### config.mk
export PLATFORM = sky130hd
export DESIGN_NAME = xml_markup_tokenizer_core_flat
export DESIGN_NICKNAME = d
export VERILOG_FILES = /design/src/xmt_pkg.sv /design/src/xmt_channels_if.sv /design/src/xmt_lexer.sv /design/src/xmt_rsp_queue.sv /design/src/xml_markup_tokenizer_core.sv /design/src/flat_wrapper.sv
export SDC_FILE = /design/constraint.sdc
export NUM_CORES = 1
export LEC_CHECK = 0
export BUFFER_PORTS_ARGS = -buffer_cell sky130_fd_sc_hd__buf_2
export CAP_MARGIN = 20
export CORE_ASPECT_RATIO = 1.25
export CORE_UTILIZATION = 40
export CTS_CLUSTER_SIZE = 14
export DETAILED_ROUTE_END_ITERATION = 12
export PLACE_DENSITY_LB_ADDON = 0.12
export REMOVE_ABC_BUFFERS = 1
export SYNTH_ARGS = -nofsm -noshare
export SYNTH_HDL_FRONTEND = slang
export SYNTH_SLANG_ARGS = --single-unit
### constraint.sdc
create_clock -name clock -period 5.65 [get_ports clock]
set_input_delay 0.2825 -clock clock [delete_from_list [all_inputs] [get_ports clock]]
set_output_delay 0.2825 -clock clock [all_outputs]
set_load 0.01 [all_outputs]
### src/xmt_pkg.sv
package xmt_pkg;

   // Element and DTD nesting limits; the counters are 8 bits wide.
   localparam int MAX_DEPTH    = 255;
   localparam int MAX_DTD_NEST = 255;
   localparam logic [7:0] DEPTH_LIMIT = 8'((MAX_DEPTH < 255) ? MAX_DEPTH : 255);
   localparam logic [7:0] NEST_LIMIT  = 8'((MAX_DTD_NEST < 255) ? MAX_DTD_NEST : 255);

   // Result queue sizing: one byte can release up to three results.
   localparam int MAX_RESULTS  = 3;
   localparam int RSP_Q_DEPTH  = 4;
   localparam int RSP_Q_PTR_W  = $clog2(RSP_Q_DEPTH);
   localparam int RSP_Q_CNT_W  = $clog2(RSP_Q_DEPTH + 1);

   // Characters the lexer looks for.
   localparam logic [7:0] CH_LT     = 8'h3C;
   localparam logic [7:0] CH_GT     = 8'h3E;
   localparam logic [7:0] CH_SLASH  = 8'h2F;
   localparam logic [7:0] CH_QUEST  = 8'h3F;
   localparam logic [7:0] CH_BANG   = 8'h21;
   localparam logic [7:0] CH_DASH   = 8'h2D;
   localparam logic [7:0] CH_LBRACK = 8'h5B;
   localparam logic [7:0] CH_RBRACK = 8'h5D;
   localparam logic [7:0] CH_SPACE  = 8'h20;
   localparam logic [2:0] CDATA_HDR_LEN = 3'd6;

   // Result kinds.
   localparam logic [1:0] KIND_CONTENT = 2'd0;
   localparam logic [1:0] KIND_MARKUP  = 2'd1;
   localparam logic [1:0] KIND_ERROR   = 2'd2;

   // Construct types.
   localparam logic [2:0] CT_END_TAG   = 3'd0;
   localparam logic [2:0] CT_START_TAG = 3'd1;
   localparam logic [2:0] CT_SELF_TAG  = 3'd2;
   localparam logic [2:0] CT_PI        = 3'd3;
   localparam logic [2:0] CT_COMMENT   = 3'd4;
   localparam logic [2:0] CT_CDATA     = 3'd5;
   localparam logic [2:0] CT_DTD       = 3'd6;

   // Error codes.
   localparam logic [2:0] ERR_NONE          = 3'd0;
   localparam logic [2:0] ERR_BAD_BANG      = 3'd1;
   localparam logic [2:0] ERR_CDATA_OUTSIDE = 3'd2;
   localparam logic [2:0] ERR_DEPTH         = 3'd3;
   localparam logic [2:0] ERR_END_IN_MARKUP = 3'd4;

   typedef enum logic [4:0] {
      ST_TEXT, ST_LT, ST_STAG, ST_ETAG, ST_PI, ST_PI_Q, ST_BANG, ST_BANG_DASH,
      ST_COM, ST_COM_D1, ST_COM_D2, ST_CDHDR, ST_CDATA, ST_DTD, ST_DLT,
      ST_DBANG, ST_DBANG_DASH, ST_DCOM, ST_DCOM_D1, ST_DCOM_D2, ST_DPI, ST_DPI_Q
   } lex_state_type;

   typedef struct packed {
      logic [7:0] in_byte;
      logic       end_of_input;
   } req_item_type;

   typedef struct packed {
      logic [1:0] kind;
      logic [7:0] out_byte;
      logic       construct_end;
      logic [2:0] construct_type;
      logic [2:0] error_code;
      logic [7:0] element_depth;
      logic       last_of_run;
   } rsp_item_type;

   // All results caused by one byte, in order from item[0].
   typedef struct packed {
      logic [1:0]              count;
      rsp_item_type [2:0]      item;
   } rsp_bundle_type;

   typedef struct packed {
      logic [RSP_Q_CNT_W-1:0] count;
      logic                   room;
   } rsp_q_status_type;

   // Expected byte of the "CDATA[" header at a given match position.
   function automatic logic [7:0] cdata_hdr_char(input logic [2:0] idx);
      logic [7:0] c;
      case (idx)
         3'd0:    c = 8'h43;
         3'd1:    c = 8'h44;
         3'd2:    c = 8'h41;
         3'd3:    c = 8'h54;
         3'd4:    c = 8'h41;
         3'd5:    c = 8'h5B;
         default: c = 8'h00;
      endcase
      return c;
   endfunction

endpackage

### src/xmt_channels_if.sv
// Request channel: one XML byte or the end-of-stream mark.
interface xmt_req_if;
   logic       valid;
   logic       ready;
   logic [7:0] in_byte;
   logic       end_of_input;

   modport source (output valid, output in_byte, output end_of_input, input ready);
   modport sink   (input valid, input in_byte, input end_of_input, output ready);
endinterface

// Result channel: one tokenizer result.
interface xmt_rsp_if;
   logic       valid;
   logic       ready;
   logic [1:0] kind;
   logic [7:0] out_byte;
   logic       construct_end;
   logic [2:0] construct_type;
   logic [2:0] error_code;
   logic [7:0] element_depth;
   logic       last_of_run;

   modport source (output valid, output kind, output out_byte, output construct_end,
                   output construct_type, output error_code, output element_depth,
                   output last_of_run, input ready);
   modport sink   (input valid, input kind, input out_byte, input construct_end,
                   input construct_type, input error_code, input element_depth,
                   input last_of_run, output ready);
endinterface

### src/xmt_lexer.sv
module xmt_lexer (
   input  logic                    clock,
   input  logic                    reset,
   input  logic                    step,
   input  xmt_pkg::req_item_type   item,
   output xmt_pkg::rsp_bundle_type bundle
);

   xmt_pkg::lex_state_type st_ff, st_in;
   logic [7:0] depth_ff, depth_in;
   logic [7:0] nest_ff, nest_in;
   logic [2:0] cdidx_ff, cdidx_in;
   logic [1:0] held_ff, held_in;
   logic       slash_ff, slash_in;
   logic       skip_ff, skip_in;

   logic [7:0] b;
   logic       eoi;
   logic       hit;
   logic [2:0] hit_code;
   logic       body_go;
   logic [7:0] body_nest;
   logic       body_close;
   logic       nest_full;
   logic [1:0] nres;
   xmt_pkg::rsp_item_type r0, r1, r2;

   assign b         = item.in_byte;
   assign eoi       = item.end_of_input;
   assign nest_full = (nest_ff >= xmt_pkg::NEST_LIMIT);

   // Error detection and the shared DTD-body decision.
   always_comb begin
      hit       = 1'b0;
      hit_code  = xmt_pkg::ERR_NONE;
      body_go   = 1'b0;
      body_nest = nest_ff;
      if (eoi) begin
         if (st_ff != xmt_pkg::ST_TEXT) begin
            hit      = 1'b1;
            hit_code = xmt_pkg::ERR_END_IN_MARKUP;
         end
      end else begin
         unique case (st_ff)
            xmt_pkg::ST_STAG: begin
               if (b == xmt_pkg::CH_GT && !slash_ff && depth_ff >= xmt_pkg::DEPTH_LIMIT) begin
                  hit      = 1'b1;
                  hit_code = xmt_pkg::ERR_DEPTH;
               end
            end
            xmt_pkg::ST_ETAG: begin
               if (b == xmt_pkg::CH_GT && depth_ff == 8'd0) begin
                  hit      = 1'b1;
                  hit_code = xmt_pkg::ERR_DEPTH;
               end
            end
            xmt_pkg::ST_BANG: begin
               if (b == xmt_pkg::CH_LBRACK) begin
                  if (depth_ff == 8'd0) begin
                     hit      = 1'b1;
                     hit_code = xmt_pkg::ERR_CDATA_OUTSIDE;
                  end
               end else if (b != xmt_pkg::CH_DASH) begin
                  body_go   = 1'b1;
                  body_nest = 8'd1;
               end
            end
            xmt_pkg::ST_BANG_DASH: begin
               if (b != xmt_pkg::CH_DASH) begin
                  hit      = 1'b1;
                  hit_code = xmt_pkg::ERR_BAD_BANG;
               end
            end
            xmt_pkg::ST_CDHDR: begin
               if (cdidx_ff >= xmt_pkg::CDATA_HDR_LEN || b != xmt_pkg::cdata_hdr_char(cdidx_ff)) begin
                  hit      = 1'b1;
                  hit_code = xmt_pkg::ERR_BAD_BANG;
               end
            end
            xmt_pkg::ST_DTD: begin
               body_go = 1'b1;
            end
            xmt_pkg::ST_DLT: begin
               if (b != xmt_pkg::CH_BANG && b != xmt_pkg::CH_QUEST && nest_full) begin
                  hit      = 1'b1;
                  hit_code = xmt_pkg::ERR_DEPTH;
               end
            end
            xmt_pkg::ST_DBANG, xmt_pkg::ST_DBANG_DASH: begin
               if (b != xmt_pkg::CH_DASH) begin
                  if (nest_full) begin
                     hit      = 1'b1;
                     hit_code = xmt_pkg::ERR_DEPTH;
                  end else begin
                     body_go   = 1'b1;
                     body_nest = nest_ff + 8'd1;
                  end
               end
            end
            default: begin
            end
         endcase
      end
   end

   assign body_close = body_go && (b == xmt_pkg::CH_GT) && (body_nest <= 8'd1);

   // Next state.
   always_comb begin
      st_in    = st_ff;
      depth_in = depth_ff;
      nest_in  = nest_ff;
      cdidx_in = cdidx_ff;
      held_in  = held_ff;
      slash_in = slash_ff;
      skip_in  = skip_ff;
      if (hit) begin
         st_in    = xmt_pkg::ST_TEXT;
         nest_in  = 8'd0;
         cdidx_in = 3'd0;
         held_in  = 2'd0;
         slash_in = 1'b0;
         skip_in  = 1'b0;
      end else if (!eoi) begin
         unique case (st_ff)
            xmt_pkg::ST_LT: begin
               if (b == xmt_pkg::CH_SLASH) begin
                  st_in = xmt_pkg::ST_ETAG;
               end else if (b == xmt_pkg::CH_QUEST) begin
                  st_in = xmt_pkg::ST_PI;
               end else if (b == xmt_pkg::CH_BANG) begin
                  st_in = xmt_pkg::ST_BANG;
               end else begin
                  st_in    = xmt_pkg::ST_STAG;
                  slash_in = 1'b0;
               end
            end
            xmt_pkg::ST_STAG: begin
               if (b != xmt_pkg::CH_GT) begin
                  slash_in = (b == xmt_pkg::CH_SLASH);
               end else begin
                  st_in = xmt_pkg::ST_TEXT;
                  if (slash_ff) begin
                     slash_in = 1'b0;
                  end else begin
                     depth_in = depth_ff + 8'd1;
                     skip_in  = 1'b1;
                  end
               end
            end
            xmt_pkg::ST_ETAG: begin
               if (b == xmt_pkg::CH_GT) begin
                  depth_in = depth_ff - 8'd1;
                  st_in    = xmt_pkg::ST_TEXT;
               end
            end
            xmt_pkg::ST_PI: begin
               if (b == xmt_pkg::CH_QUEST) st_in = xmt_pkg::ST_PI_Q;
            end
            xmt_pkg::ST_DPI: begin
               if (b == xmt_pkg::CH_QUEST) st_in = xmt_pkg::ST_DPI_Q;
            end
            xmt_pkg::ST_PI_Q: begin
               if (b == xmt_pkg::CH_GT) st_in = xmt_pkg::ST_TEXT;
               else if (b != xmt_pkg::CH_QUEST) st_in = xmt_pkg::ST_PI;
            end
            xmt_pkg::ST_DPI_Q: begin
               if (b == xmt_pkg::CH_GT) st_in = xmt_pkg::ST_DTD;
               else if (b != xmt_pkg::CH_QUEST) st_in = xmt_pkg::ST_DPI;
            end
            xmt_pkg::ST_BANG: begin
               if (b == xmt_pkg::CH_DASH) begin
                  st_in = xmt_pkg::ST_BANG_DASH;
               end else if (b == xmt_pkg::CH_LBRACK) begin
                  st_in    = xmt_pkg::ST_CDHDR;
                  cdidx_in = 3'd0;
               end
            end
            xmt_pkg::ST_BANG_DASH: begin
               st_in = xmt_pkg::ST_COM;
            end
            xmt_pkg::ST_COM: begin
               if (b == xmt_pkg::CH_DASH) st_in = xmt_pkg::ST_COM_D1;
            end
            xmt_pkg::ST_DCOM: begin
               if (b == xmt_pkg::CH_DASH) st_in = xmt_pkg::ST_DCOM_D1;
            end
            xmt_pkg::ST_COM_D1: begin
               st_in = (b == xmt_pkg::CH_DASH) ? xmt_pkg::ST_COM_D2 : xmt_pkg::ST_COM;
            end
            xmt_pkg::ST_DCOM_D1: begin
               st_in = (b == xmt_pkg::CH_DASH) ? xmt_pkg::ST_DCOM_D2 : xmt_pkg::ST_DCOM;
            end
            xmt_pkg::ST_COM_D2: begin
               if (b == xmt_pkg::CH_GT) st_in = xmt_pkg::ST_TEXT;
               else if (b != xmt_pkg::CH_DASH) st_in = xmt_pkg::ST_COM;
            end
            xmt_pkg::ST_DCOM_D2: begin
               if (b == xmt_pkg::CH_GT) st_in = xmt_pkg::ST_DTD;
               else if (b != xmt_pkg::CH_DASH) st_in = xmt_pkg::ST_DCOM;
            end
            xmt_pkg::ST_CDHDR: begin
               if (cdidx_ff + 3'd1 == xmt_pkg::CDATA_HDR_LEN) begin
                  cdidx_in = 3'd0;
                  held_in  = 2'd0;
                  st_in    = xmt_pkg::ST_CDATA;
               end else begin
                  cdidx_in = cdidx_ff + 3'd1;
               end
            end
            xmt_pkg::ST_CDATA: begin
               if (b == xmt_pkg::CH_RBRACK) begin
                  if (held_ff < 2'd2) held_in = held_ff + 2'd1;
               end else begin
                  held_in = 2'd0;
                  if (b == xmt_pkg::CH_GT && held_ff >= 2'd2) st_in = xmt_pkg::ST_TEXT;
               end
            end
            xmt_pkg::ST_DLT: begin
               if (b == xmt_pkg::CH_BANG) begin
                  st_in = xmt_pkg::ST_DBANG;
               end else if (b == xmt_pkg::CH_QUEST) begin
                  st_in = xmt_pkg::ST_DPI;
               end else begin
                  nest_in = nest_ff + 8'd1;
                  st_in   = xmt_pkg::ST_DTD;
               end
            end
            xmt_pkg::ST_DBANG: begin
               if (b == xmt_pkg::CH_DASH) st_in = xmt_pkg::ST_DBANG_DASH;
            end
            xmt_pkg::ST_DBANG_DASH: begin
               if (b == xmt_pkg::CH_DASH) st_in = xmt_pkg::ST_DCOM;
            end
            xmt_pkg::ST_DTD: begin
            end
            default: begin
               // Text outside markup.
               st_in = xmt_pkg::ST_TEXT;
               if (b == xmt_pkg::CH_LT) begin
                  skip_in = 1'b0;
                  st_in   = xmt_pkg::ST_LT;
               end else if (depth_ff != 8'd0 && !(skip_ff && b <= xmt_pkg::CH_SPACE)) begin
                  skip_in = 1'b0;
               end
            end
         endcase
         // Shared DTD body: '<' opens a nested item, '>' closes one level.
         if (body_go) begin
            st_in   = xmt_pkg::ST_DTD;
            nest_in = body_nest;
            if (b == xmt_pkg::CH_LT) begin
               st_in = xmt_pkg::ST_DLT;
            end else if (b == xmt_pkg::CH_GT) begin
               if (body_close) begin
                  nest_in = 8'd0;
                  st_in   = xmt_pkg::ST_TEXT;
               end else begin
                  nest_in = body_nest - 8'd1;
               end
            end
         end
      end
   end

   // Results caused by this byte.
   always_comb begin
      nres = 2'd1;
      r0   = '0;
      r0.kind     = xmt_pkg::KIND_MARKUP;
      r0.out_byte = b;
      r1   = '0;
      r1.kind     = xmt_pkg::KIND_CONTENT;
      r1.out_byte = xmt_pkg::CH_RBRACK;
      r2   = r1;
      if (hit) begin
         r0.kind       = xmt_pkg::KIND_ERROR;
         r0.out_byte   = eoi ? 8'd0 : b;
         r0.error_code = hit_code;
      end else if (eoi) begin
         nres = 2'd0;
      end else if (body_close) begin
         r0.construct_end  = 1'b1;
         r0.construct_type = xmt_pkg::CT_DTD;
      end else begin
         unique case (st_ff)
            xmt_pkg::ST_STAG: begin
               if (b == xmt_pkg::CH_GT) begin
                  r0.construct_end  = 1'b1;
                  r0.construct_type = slash_ff ? xmt_pkg::CT_SELF_TAG : xmt_pkg::CT_START_TAG;
               end
            end
            xmt_pkg::ST_ETAG: begin
               if (b == xmt_pkg::CH_GT) begin
                  r0.construct_end  = 1'b1;
                  r0.construct_type = xmt_pkg::CT_END_TAG;
               end
            end
            xmt_pkg::ST_PI_Q: begin
               if (b == xmt_pkg::CH_GT) begin
                  r0.construct_end  = 1'b1;
                  r0.construct_type = xmt_pkg::CT_PI;
               end
            end
            xmt_pkg::ST_COM_D2: begin
               if (b == xmt_pkg::CH_GT) begin
                  r0.construct_end  = 1'b1;
                  r0.construct_type = xmt_pkg::CT_COMMENT;
               end
            end
            xmt_pkg::ST_CDATA: begin
               if (b == xmt_pkg::CH_RBRACK) begin
                  // Up to two brackets are held; a third releases one.
                  if (held_ff < 2'd2) begin
                     nres = 2'd0;
                  end else begin
                     r0.kind = xmt_pkg::KIND_CONTENT;
                  end
               end else if (b == xmt_pkg::CH_GT && held_ff >= 2'd2) begin
                  nres              = 2'd3;
                  r0.out_byte       = xmt_pkg::CH_RBRACK;
                  r1.kind           = xmt_pkg::KIND_MARKUP;
                  r2.kind           = xmt_pkg::KIND_MARKUP;
                  r2.out_byte       = b;
                  r2.construct_end  = 1'b1;
                  r2.construct_type = xmt_pkg::CT_CDATA;
               end else begin
                  // Held brackets go out as content ahead of the byte.
                  r0.kind = xmt_pkg::KIND_CONTENT;
                  case (held_ff)
                     2'd0: begin
                        nres = 2'd1;
                     end
                     2'd1: begin
                        nres        = 2'd2;
                        r0.out_byte = xmt_pkg::CH_RBRACK;
                        r1.out_byte = b;
                     end
                     default: begin
                        nres        = 2'd3;
                        r0.out_byte = xmt_pkg::CH_RBRACK;
                        r2.out_byte = b;
                     end
                  endcase
               end
            end
            xmt_pkg::ST_LT, xmt_pkg::ST_PI, xmt_pkg::ST_DPI, xmt_pkg::ST_DPI_Q,
            xmt_pkg::ST_BANG, xmt_pkg::ST_BANG_DASH, xmt_pkg::ST_COM, xmt_pkg::ST_DCOM,
            xmt_pkg::ST_COM_D1, xmt_pkg::ST_DCOM_D1, xmt_pkg::ST_DCOM_D2,
            xmt_pkg::ST_CDHDR, xmt_pkg::ST_DTD, xmt_pkg::ST_DLT, xmt_pkg::ST_DBANG,
            xmt_pkg::ST_DBANG_DASH: begin
            end
            default: begin
               // Text: content only inside an element, minus leading blanks.
               if (b != xmt_pkg::CH_LT) begin
                  r0.kind = xmt_pkg::KIND_CONTENT;
                  if (depth_ff == 8'd0 || (skip_ff && b <= xmt_pkg::CH_SPACE)) begin
                     nres = 2'd0;
                  end
               end
            end
         endcase
      end
      r0.element_depth = depth_in;
      r1.element_depth = depth_in;
      r2.element_depth = depth_in;
      r0.last_of_run   = (nres == 2'd1);
      r1.last_of_run   = (nres == 2'd2);
      r2.last_of_run   = (nres == 2'd3);
      bundle.count   = nres;
      bundle.item[0] = r0;
      bundle.item[1] = r1;
      bundle.item[2] = r2;
   end

   // Lexer state registers.
   always_ff @(posedge clock) begin
      if (reset) begin
         st_ff    <= xmt_pkg::ST_TEXT;
         depth_ff <= 8'd0;
         nest_ff  <= 8'd0;
         cdidx_ff <= 3'd0;
         held_ff  <= 2'd0;
         slash_ff <= 1'b0;
         skip_ff  <= 1'b0;
      end else if (step) begin
         st_ff    <= st_in;
         depth_ff <= depth_in;
         nest_ff  <= nest_in;
         cdidx_ff <= cdidx_in;
         held_ff  <= held_in;
         slash_ff <= slash_in;
         skip_ff  <= skip_in;
      end
   end

endmodule

### src/xmt_rsp_queue.sv
module xmt_rsp_queue (
   input  logic                      clock,
   input  logic                      reset,
   input  logic                      push,
   input  xmt_pkg::rsp_bundle_type   bundle,
   output xmt_pkg::rsp_q_status_type status,
   xmt_rsp_if.source                 rsp
);

   xmt_pkg::rsp_item_type mem [xmt_pkg::RSP_Q_DEPTH];
   logic [xmt_pkg::RSP_Q_PTR_W-1:0] wr_ff, wr_in;
   logic [xmt_pkg::RSP_Q_PTR_W-1:0] rd_ff, rd_in;
   logic [xmt_pkg::RSP_Q_CNT_W-1:0] cnt_ff, cnt_in;
   logic [xmt_pkg::RSP_Q_CNT_W-1:0] n_push;
   logic pop;

   assign pop    = rsp.valid && rsp.ready;
   assign n_push = push ? xmt_pkg::RSP_Q_CNT_W'(bundle.count) : '0;

   // Pointer and fill count update.
   always_comb begin
      wr_in  = wr_ff + xmt_pkg::RSP_Q_PTR_W'(n_push);
      rd_in  = rd_ff + xmt_pkg::RSP_Q_PTR_W'(pop);
      cnt_in = cnt_ff + n_push - xmt_pkg::RSP_Q_CNT_W'(pop);
   end

   always_ff @(posedge clock) begin
      if (reset) begin
         wr_ff  <= '0;
         rd_ff  <= '0;
         cnt_ff <= '0;
      end else begin
         wr_ff  <= wr_in;
         rd_ff  <= rd_in;
         cnt_ff <= cnt_in;
      end
   end

   // Up to three results are written in the same cycle at consecutive slots.
   always_ff @(posedge clock) begin
      if (push) begin
         if (bundle.count >= 2'd1) mem[wr_ff] <= bundle.item[0];
         if (bundle.count >= 2'd2) mem[wr_ff + xmt_pkg::RSP_Q_PTR_W'(1)] <= bundle.item[1];
         if (bundle.count >= 2'd3) mem[wr_ff + xmt_pkg::RSP_Q_PTR_W'(2)] <= bundle.item[2];
      end
   end

   // Room for a whole worst-case bundle.
   assign status.count = cnt_ff;
   assign status.room  =
      (cnt_ff <= xmt_pkg::RSP_Q_CNT_W'(xmt_pkg::RSP_Q_DEPTH - xmt_pkg::MAX_RESULTS));

   assign rsp.valid          = (cnt_ff != '0);
   assign rsp.kind           = mem[rd_ff].kind;
   assign rsp.out_byte       = mem[rd_ff].out_byte;
   assign rsp.construct_end  = mem[rd_ff].construct_end;
   assign rsp.construct_type = mem[rd_ff].construct_type;
   assign rsp.error_code     = mem[rd_ff].error_code;
   assign rsp.element_depth  = mem[rd_ff].element_depth;
   assign rsp.last_of_run    = mem[rd_ff].last_of_run;

endmodule

### src/xml_markup_tokenizer_core.sv
// XML markup tokenizer: takes one byte of an XML stream per request and returns
// tokenizer results. Markup bytes are passed through (kind 1) with the closing
// byte of each tag, PI, comment, CDATA section or DTD flagged; content inside
// elements comes out as kind 0; faults come out as kind 2 with an error code.
// One request is taken every clock while the result side keeps up. Most bytes
// give zero or one result; a byte inside CDATA that releases held ']' brackets
// gives up to three, which leave a four-entry result queue one per clock while
// the result side is ready. A request is held in the input register until the
// queue has three free slots; with at most one result per request and a ready
// result side the fill stays at one, so requests still flow one per clock, and
// only bursts of multi-result requests or a stalled result side slow the input.
// Accepted requests go from the input register through the lexer into the result
// queue; the last result of each request that gives results carries last_of_run.
module xml_markup_tokenizer_core (
   input  logic      clock,
   input  logic      reset,
   xmt_req_if.sink   req_ch,
   xmt_rsp_if.source rsp_ch
);

   xmt_pkg::req_item_type     item_ff, item_in;
   logic                      item_vld_ff, item_vld_in;
   logic                      req_fire;
   logic                      proc;
   xmt_pkg::rsp_bundle_type   bundle;
   xmt_pkg::rsp_q_status_type q_status;

   // Input register: refilled when empty or when its request moves to the lexer.
   assign proc         = item_vld_ff && q_status.room;
   assign req_ch.ready = !item_vld_ff || proc;
   assign req_fire     = req_ch.valid && req_ch.ready;

   always_comb begin
      item_in     = item_ff;
      item_vld_in = item_vld_ff;
      if (req_fire) begin
         item_in.in_byte      = req_ch.in_byte;
         item_in.end_of_input = req_ch.end_of_input;
         item_vld_in          = 1'b1;
      end else if (proc) begin
         item_vld_in = 1'b0;
      end
   end

   always_ff @(posedge clock) begin
      if (reset) begin
         item_vld_ff <= 1'b0;
      end else begin
         item_vld_ff <= item_vld_in;
      end
   end

   always_ff @(posedge clock) begin
      item_ff <= item_in;
   end

   xmt_lexer u_lexer (
      .clock  (clock),
      .reset  (reset),
      .step   (proc),
      .item   (item_ff),
      .bundle (bundle)
   );

   xmt_rsp_queue u_rsp_queue (
      .clock  (clock),
      .reset  (reset),
      .push   (proc),
      .bundle (bundle),
      .status (q_status),
      .rsp    (rsp_ch)
   );

   // The result queue never holds more than its depth.
   a_queue_bound: assert property (@(posedge clock) disable iff (reset)
      q_status.count <= xmt_pkg::RSP_Q_CNT_W'(xmt_pkg::RSP_Q_DEPTH))
      else $error("result queue overfilled");

   // A request that produces results makes a result visible next cycle.
   a_result_shows: assert property (@(posedge clock) disable iff (reset)
      (proc && bundle.count != 2'd0) |=> rsp_ch.valid)
      else $error("results of a processed request did not appear");

   // Error results never close a construct.
   a_error_not_end: assert property (@(posedge clock) disable iff (reset)
      (rsp_ch.valid && rsp_ch.kind == xmt_pkg::KIND_ERROR) |-> !rsp_ch.construct_end)
      else $error("error result flagged as construct end");

   // A start tag close always leaves at least one open element.
   a_start_depth: assert property (@(posedge clock) disable iff (reset)
      (rsp_ch.valid && rsp_ch.construct_end &&
       rsp_ch.construct_type == xmt_pkg::CT_START_TAG) |-> (rsp_ch.element_depth != 8'd0))
      else $error("start tag closed with zero depth");

endmodule
### src/flat_wrapper.sv
// flat-port wrapper written by rule: the top's interface ports become plain ports
module xml_markup_tokenizer_core_flat 
  (clock, reset, req_ch_valid, req_ch_in_byte, req_ch_end_of_input, req_ch_ready, rsp_ch_valid, rsp_ch_kind, rsp_ch_out_byte, rsp_ch_construct_end, rsp_ch_construct_type, rsp_ch_error_code, rsp_ch_element_depth, rsp_ch_last_of_run, rsp_ch_ready);
  xmt_req_if req_ch_i ();
  xmt_rsp_if rsp_ch_i ();
  input  logic clock;
  input  logic reset;
  input wire logic [$bits(req_ch_i.valid)-1:0] req_ch_valid;
  input wire logic [$bits(req_ch_i.in_byte)-1:0] req_ch_in_byte;
  input wire logic [$bits(req_ch_i.end_of_input)-1:0] req_ch_end_of_input;
  output wire logic [$bits(req_ch_i.ready)-1:0] req_ch_ready;
  output wire logic [$bits(rsp_ch_i.valid)-1:0] rsp_ch_valid;
  output wire logic [$bits(rsp_ch_i.kind)-1:0] rsp_ch_kind;
  output wire logic [$bits(rsp_ch_i.out_byte)-1:0] rsp_ch_out_byte;
  output wire logic [$bits(rsp_ch_i.construct_end)-1:0] rsp_ch_construct_end;
  output wire logic [$bits(rsp_ch_i.construct_type)-1:0] rsp_ch_construct_type;
  output wire logic [$bits(rsp_ch_i.error_code)-1:0] rsp_ch_error_code;
  output wire logic [$bits(rsp_ch_i.element_depth)-1:0] rsp_ch_element_depth;
  output wire logic [$bits(rsp_ch_i.last_of_run)-1:0] rsp_ch_last_of_run;
  input wire logic [$bits(rsp_ch_i.ready)-1:0] rsp_ch_ready;
  assign req_ch_i.valid = req_ch_valid;
  assign req_ch_i.in_byte = req_ch_in_byte;
  assign req_ch_i.end_of_input = req_ch_end_of_input;
  assign req_ch_ready = req_ch_i.ready;
  assign rsp_ch_valid = rsp_ch_i.valid;
  assign rsp_ch_kind = rsp_ch_i.kind;
  assign rsp_ch_out_byte = rsp_ch_i.out_byte;
  assign rsp_ch_construct_end = rsp_ch_i.construct_end;
  assign rsp_ch_construct_type = rsp_ch_i.construct_type;
  assign rsp_ch_error_code = rsp_ch_i.error_code;
  assign rsp_ch_element_depth = rsp_ch_i.element_depth;
  assign rsp_ch_last_of_run = rsp_ch_i.last_of_run;
  assign rsp_ch_i.ready = rsp_ch_ready;
  xml_markup_tokenizer_core u_core (.clock(clock), .reset(reset), .req_ch(req_ch_i), .rsp_ch(rsp_ch_i));
endmodule
==> flow_summary_export.csv <==
group,metric,value,unit
die,die-area,23900,um^2
cts,htreeDepth,4,
cells_and_area,drive_gt1_share,14.1,%
min_path,hold_start,"req_ch_end_of_input",
run,drv_cap,0,
cells_and_area,nNetsFinal,1054,
global_route,grt_pass1_wl,45000,um
timing,min_period,4.63,ns
placement,globalplace.congestion,0.913,
global_route,grt_usage,24.8,%
global_route,grt_start_max_net_pins,40,
timing,setup_slack,1.02,ns
outcome,violations,"DRC",
cells_and_area,finalInstanceArea,10400,um^2
timing,clock_skew,0.0202,ns
pwr,power.switching,0.943,mW
placement,placed_cell_area,9740,um^2
logic_synthesis,postSynthAreaPerCell,9.26,um^2
timing,tightest_slew,1.01,ns
min_path,hold_end,"u_core.item_ff[0]",
setup_path,r2r_start,"u_core.u_lexer.st_ff[3]",
die,die_h,173,um
timing,maxSlewViolCount,0,
pwr,p_sw_share,30.2,%
pwr,design_power_total,3.12,mW
logic_synthesis,synth_edf_count,93,
pwr,power_frac_clock,38.8,%
cts,post_cts.repair.setup_buffers,0,
die,start_util,40.7,%
pwr,p_int,2.18,mW
die,die_x,139,um
die,pin_count,41,
min_path,hold_depth,1,
cts,clockBufferDepth,2,
pwr,ir_drop,0.000212,V
pwr,power_frac_comb,21.1,%
die,core_area,22900,um^2
logic_synthesis,synth.distinct_cells,91,
global_route,grt_overflow,0,
route,num_vias,7903,
setup_path,start_kind,"flop",
placement,dp_slack,1.09,ns
cts,clockRootBuffer,"clkbuf_16",
outcome,status,"finished with violations",
timing,timing.final.crit_share,82.0,%
setup_path,path_class,"flop to flop",
cells_and_area,antenna_cells,0,
logic_synthesis,synth-seq-cells,149,
cells_and_area,stdcell_count,1321,
timing,timing.hold.ws,0.0168,ns
min_path,hold_path_class,"input port to flop",
global_route,grt_pass1_vias,7764,
cts,clk_pin_slew,0.07,ns
route,totalWireLength,28900,um
placement,portBuffers,40,
logic_synthesis,syn-instance-count,1006,
setup_path,r2r_slack,1.02,ns
cts,worstSkewPairLatency,0.45,ns
pwr,seqPwrFrac,40.1,%
global_route,antenna_found_initial,0,
route,drc,6,
timing,hold_violations,0,
timing,fmax,0.216,GHz
setup_path,end_kind,"flop",
logic_synthesis,synthArstFlopShare,0,%
route,drt_iter0_drc,845,
cells_and_area,fin_util,45.4,%
setup_path,crit_path_max_fanout,24,
cts,cts_tree,"built",
logic_synthesis,ys_seq_area_share,42.0,%
cts,cts_made_buffers,17,
logic_synthesis,syn_area,9320,um^2
route,antenna_left,0,
pwr,p_leak,3.60,nW
route,routedWlPerCell,21.9,um
placement,dp_hpwl,20900,um
setup_path,crit_required,5.71,ns
timing,rsz0062_at_grt,"no",
logic_synthesis,yosys_warnings,0,
cts,clkSinkCount,149,
timing,setup_violations,0,
pwr,power_density,301,nW/um^2
logic_synthesis,ys.flop_type,"edfxtp_1",
setup_path,rr_endpoint,"u_core.u_rsp_queue.mem[2][19]",
cells_and_area,syn2layout_area_growth,11.4,%
placement,dp.cells,1287,
timing,setup_tns,0,ns
setup_path,ff2ff_path_depth,10,
setup_path,arrival,4.69,ns
route,routed_via_density,5.98,
route,firstDrtPassIters,9,
timing,slew_headroom,32.7,%
die,num_rows,62,
## critical path, stage by stage, from the launching register on
cell,delay (ns)
dfxtp_1,0.83
and3b_1,0.32
nand2_1,0.10
nor4_1,0.44
nor2b_1,0.66
inv_1,0.33
nor2_1,0.22
a21boi_1,0.19
buf_4,0.18
nor2_1,0.16
inv_1,0.78
## flip-flops by register name, summed over array words and instances, names as in the netlist
| name | cells |
|---|---|
| u_core.u_lexer.st_ff | 5 |
| u_core.u_lexer.slash_ff | 1 |
| u_core.u_lexer.depth_ff | 8 |
| u_core.u_rsp_queue.cnt_ff | 3 |
| u_core.u_rsp_queue.mem | 104 |
| u_core.u_lexer.skip_ff | 1 |
| u_core.u_rsp_queue.wr_ff | 2 |
| u_core.u_lexer.held_ff | 2 |
| u_core.u_rsp_queue.rd_ff | 2 |
| u_core.item_vld_ff | 1 |
| u_core.item_ff | 9 |
| u_core.u_lexer.nest_ff | 8 |
| u_core.u_lexer.cdidx_ff | 3 |
## what timing repair did
action                    4_1_cts  5_1_grt
hold buffers                    0        1
hold endpoints to repair        0        1
gates resized for setup         0        0
## cells in the final DEF (no fill, tap or decap), types with 7 or more instances in the layout
master     instances
and3_1            11
nor4_1            13
o21ai_0           67
or3_1              7
a211oi_1          10
nor2_1           122
clkbuf_16         17
nor3_1            22
o21ai_1            9
a21o_1            17
a21oi_1           50
o21a_1             7
ha_1              20
xor2_1            10
dfxtp_1           55
inv_1             32
buf_2             40
nor2b_1           16
o22ai_1           14
and2_1            17
edfxtp_1          93
mux4_2            26
nor3b_1            7
nand2_1          105
nand3_1           48
nand4_1           10
buf_4             18
nand2b_1          14
xnor2_1            9
## how the worst max path moves through the flow
stage,to,start,cells after the start
floorplan,u_core.u_lexer.nest_ff[0],u_core.item_ff[1],9
global placement,u_core.u_rsp_queue.mem[0][22],u_core.item_ff[5],9
global route,u_core.u_rsp_queue.mem[1][17],u_core.item_ff[2],9
finish,u_core.u_rsp_queue.mem[2][19],u_core.u_lexer.st_ff[3],10
CTS,u_core.u_rsp_queue.mem[0][23],u_core.item_ff[5],9
detailed placement,u_core.u_rsp_queue.mem[0][22],u_core.item_ff[5],9
## power by group through the flow
stage	Sequential, mW	Combinational, mW	Clock (mW)
finish	1.25	0.659	1.21
global route	1.26	0.721	1.27
CTS	1.29	0.613	1.23
detailed placement	1.32	0.610	0
global placement	1.32	0.611	0
floorplan	1.30	0.395	0
## cell families after synthesis
family          after synthesis  synth area share [%]
xor+xnor                     19                  1.79
fa+ha+maj                    21                  2.90
simple gates                432                  23.4
compound gates              255                  18.6
buf+inv                      98                  4.35
mux                          32                  6.95
flops                       149                  42.0
## Yosys cell counts, drive strengths merged (10+ instances only)
cell type	n	area (um^2)
ha	20	250
o21ai	76	380
a21o	17	128
o22ai	15	100
nor2b	16	100
nand4	10	62.6
dfxtp	56	1120
nor4	16	136
a211oi	10	75.1
clkbuf	46	174
nand2	106	405
buf	19	108
edfxtp	93	2790
inv	33	124
nand3	48	240
and2	20	125
xor2	10	87.6
a21oi	52	275
nor3	22	110
nand2b	14	87.6
and3	13	91.3
mux4	26	586
nor2	122	458
## routing by layer
metal  track usage [%]  up-vias  wire [um]
met2              42.3      218      14300
met4              9.64        0        768
met1              31.7     3866      12700
met3              3.38       49       1090
met5                 0        -          0
li1                  -     3770          -
## layout make-up
class,count,area (um^2)
Clock inverter,15,195
Tap cell,288,360
Multi-Input combinational cell,759,5000
Timing Repair Buffer,60,365
Fill cell,2217,12500
Inverter,33,124
Sequential cell,149,3920
Clock buffer,17,425
(Power assumes the default switching activity.)
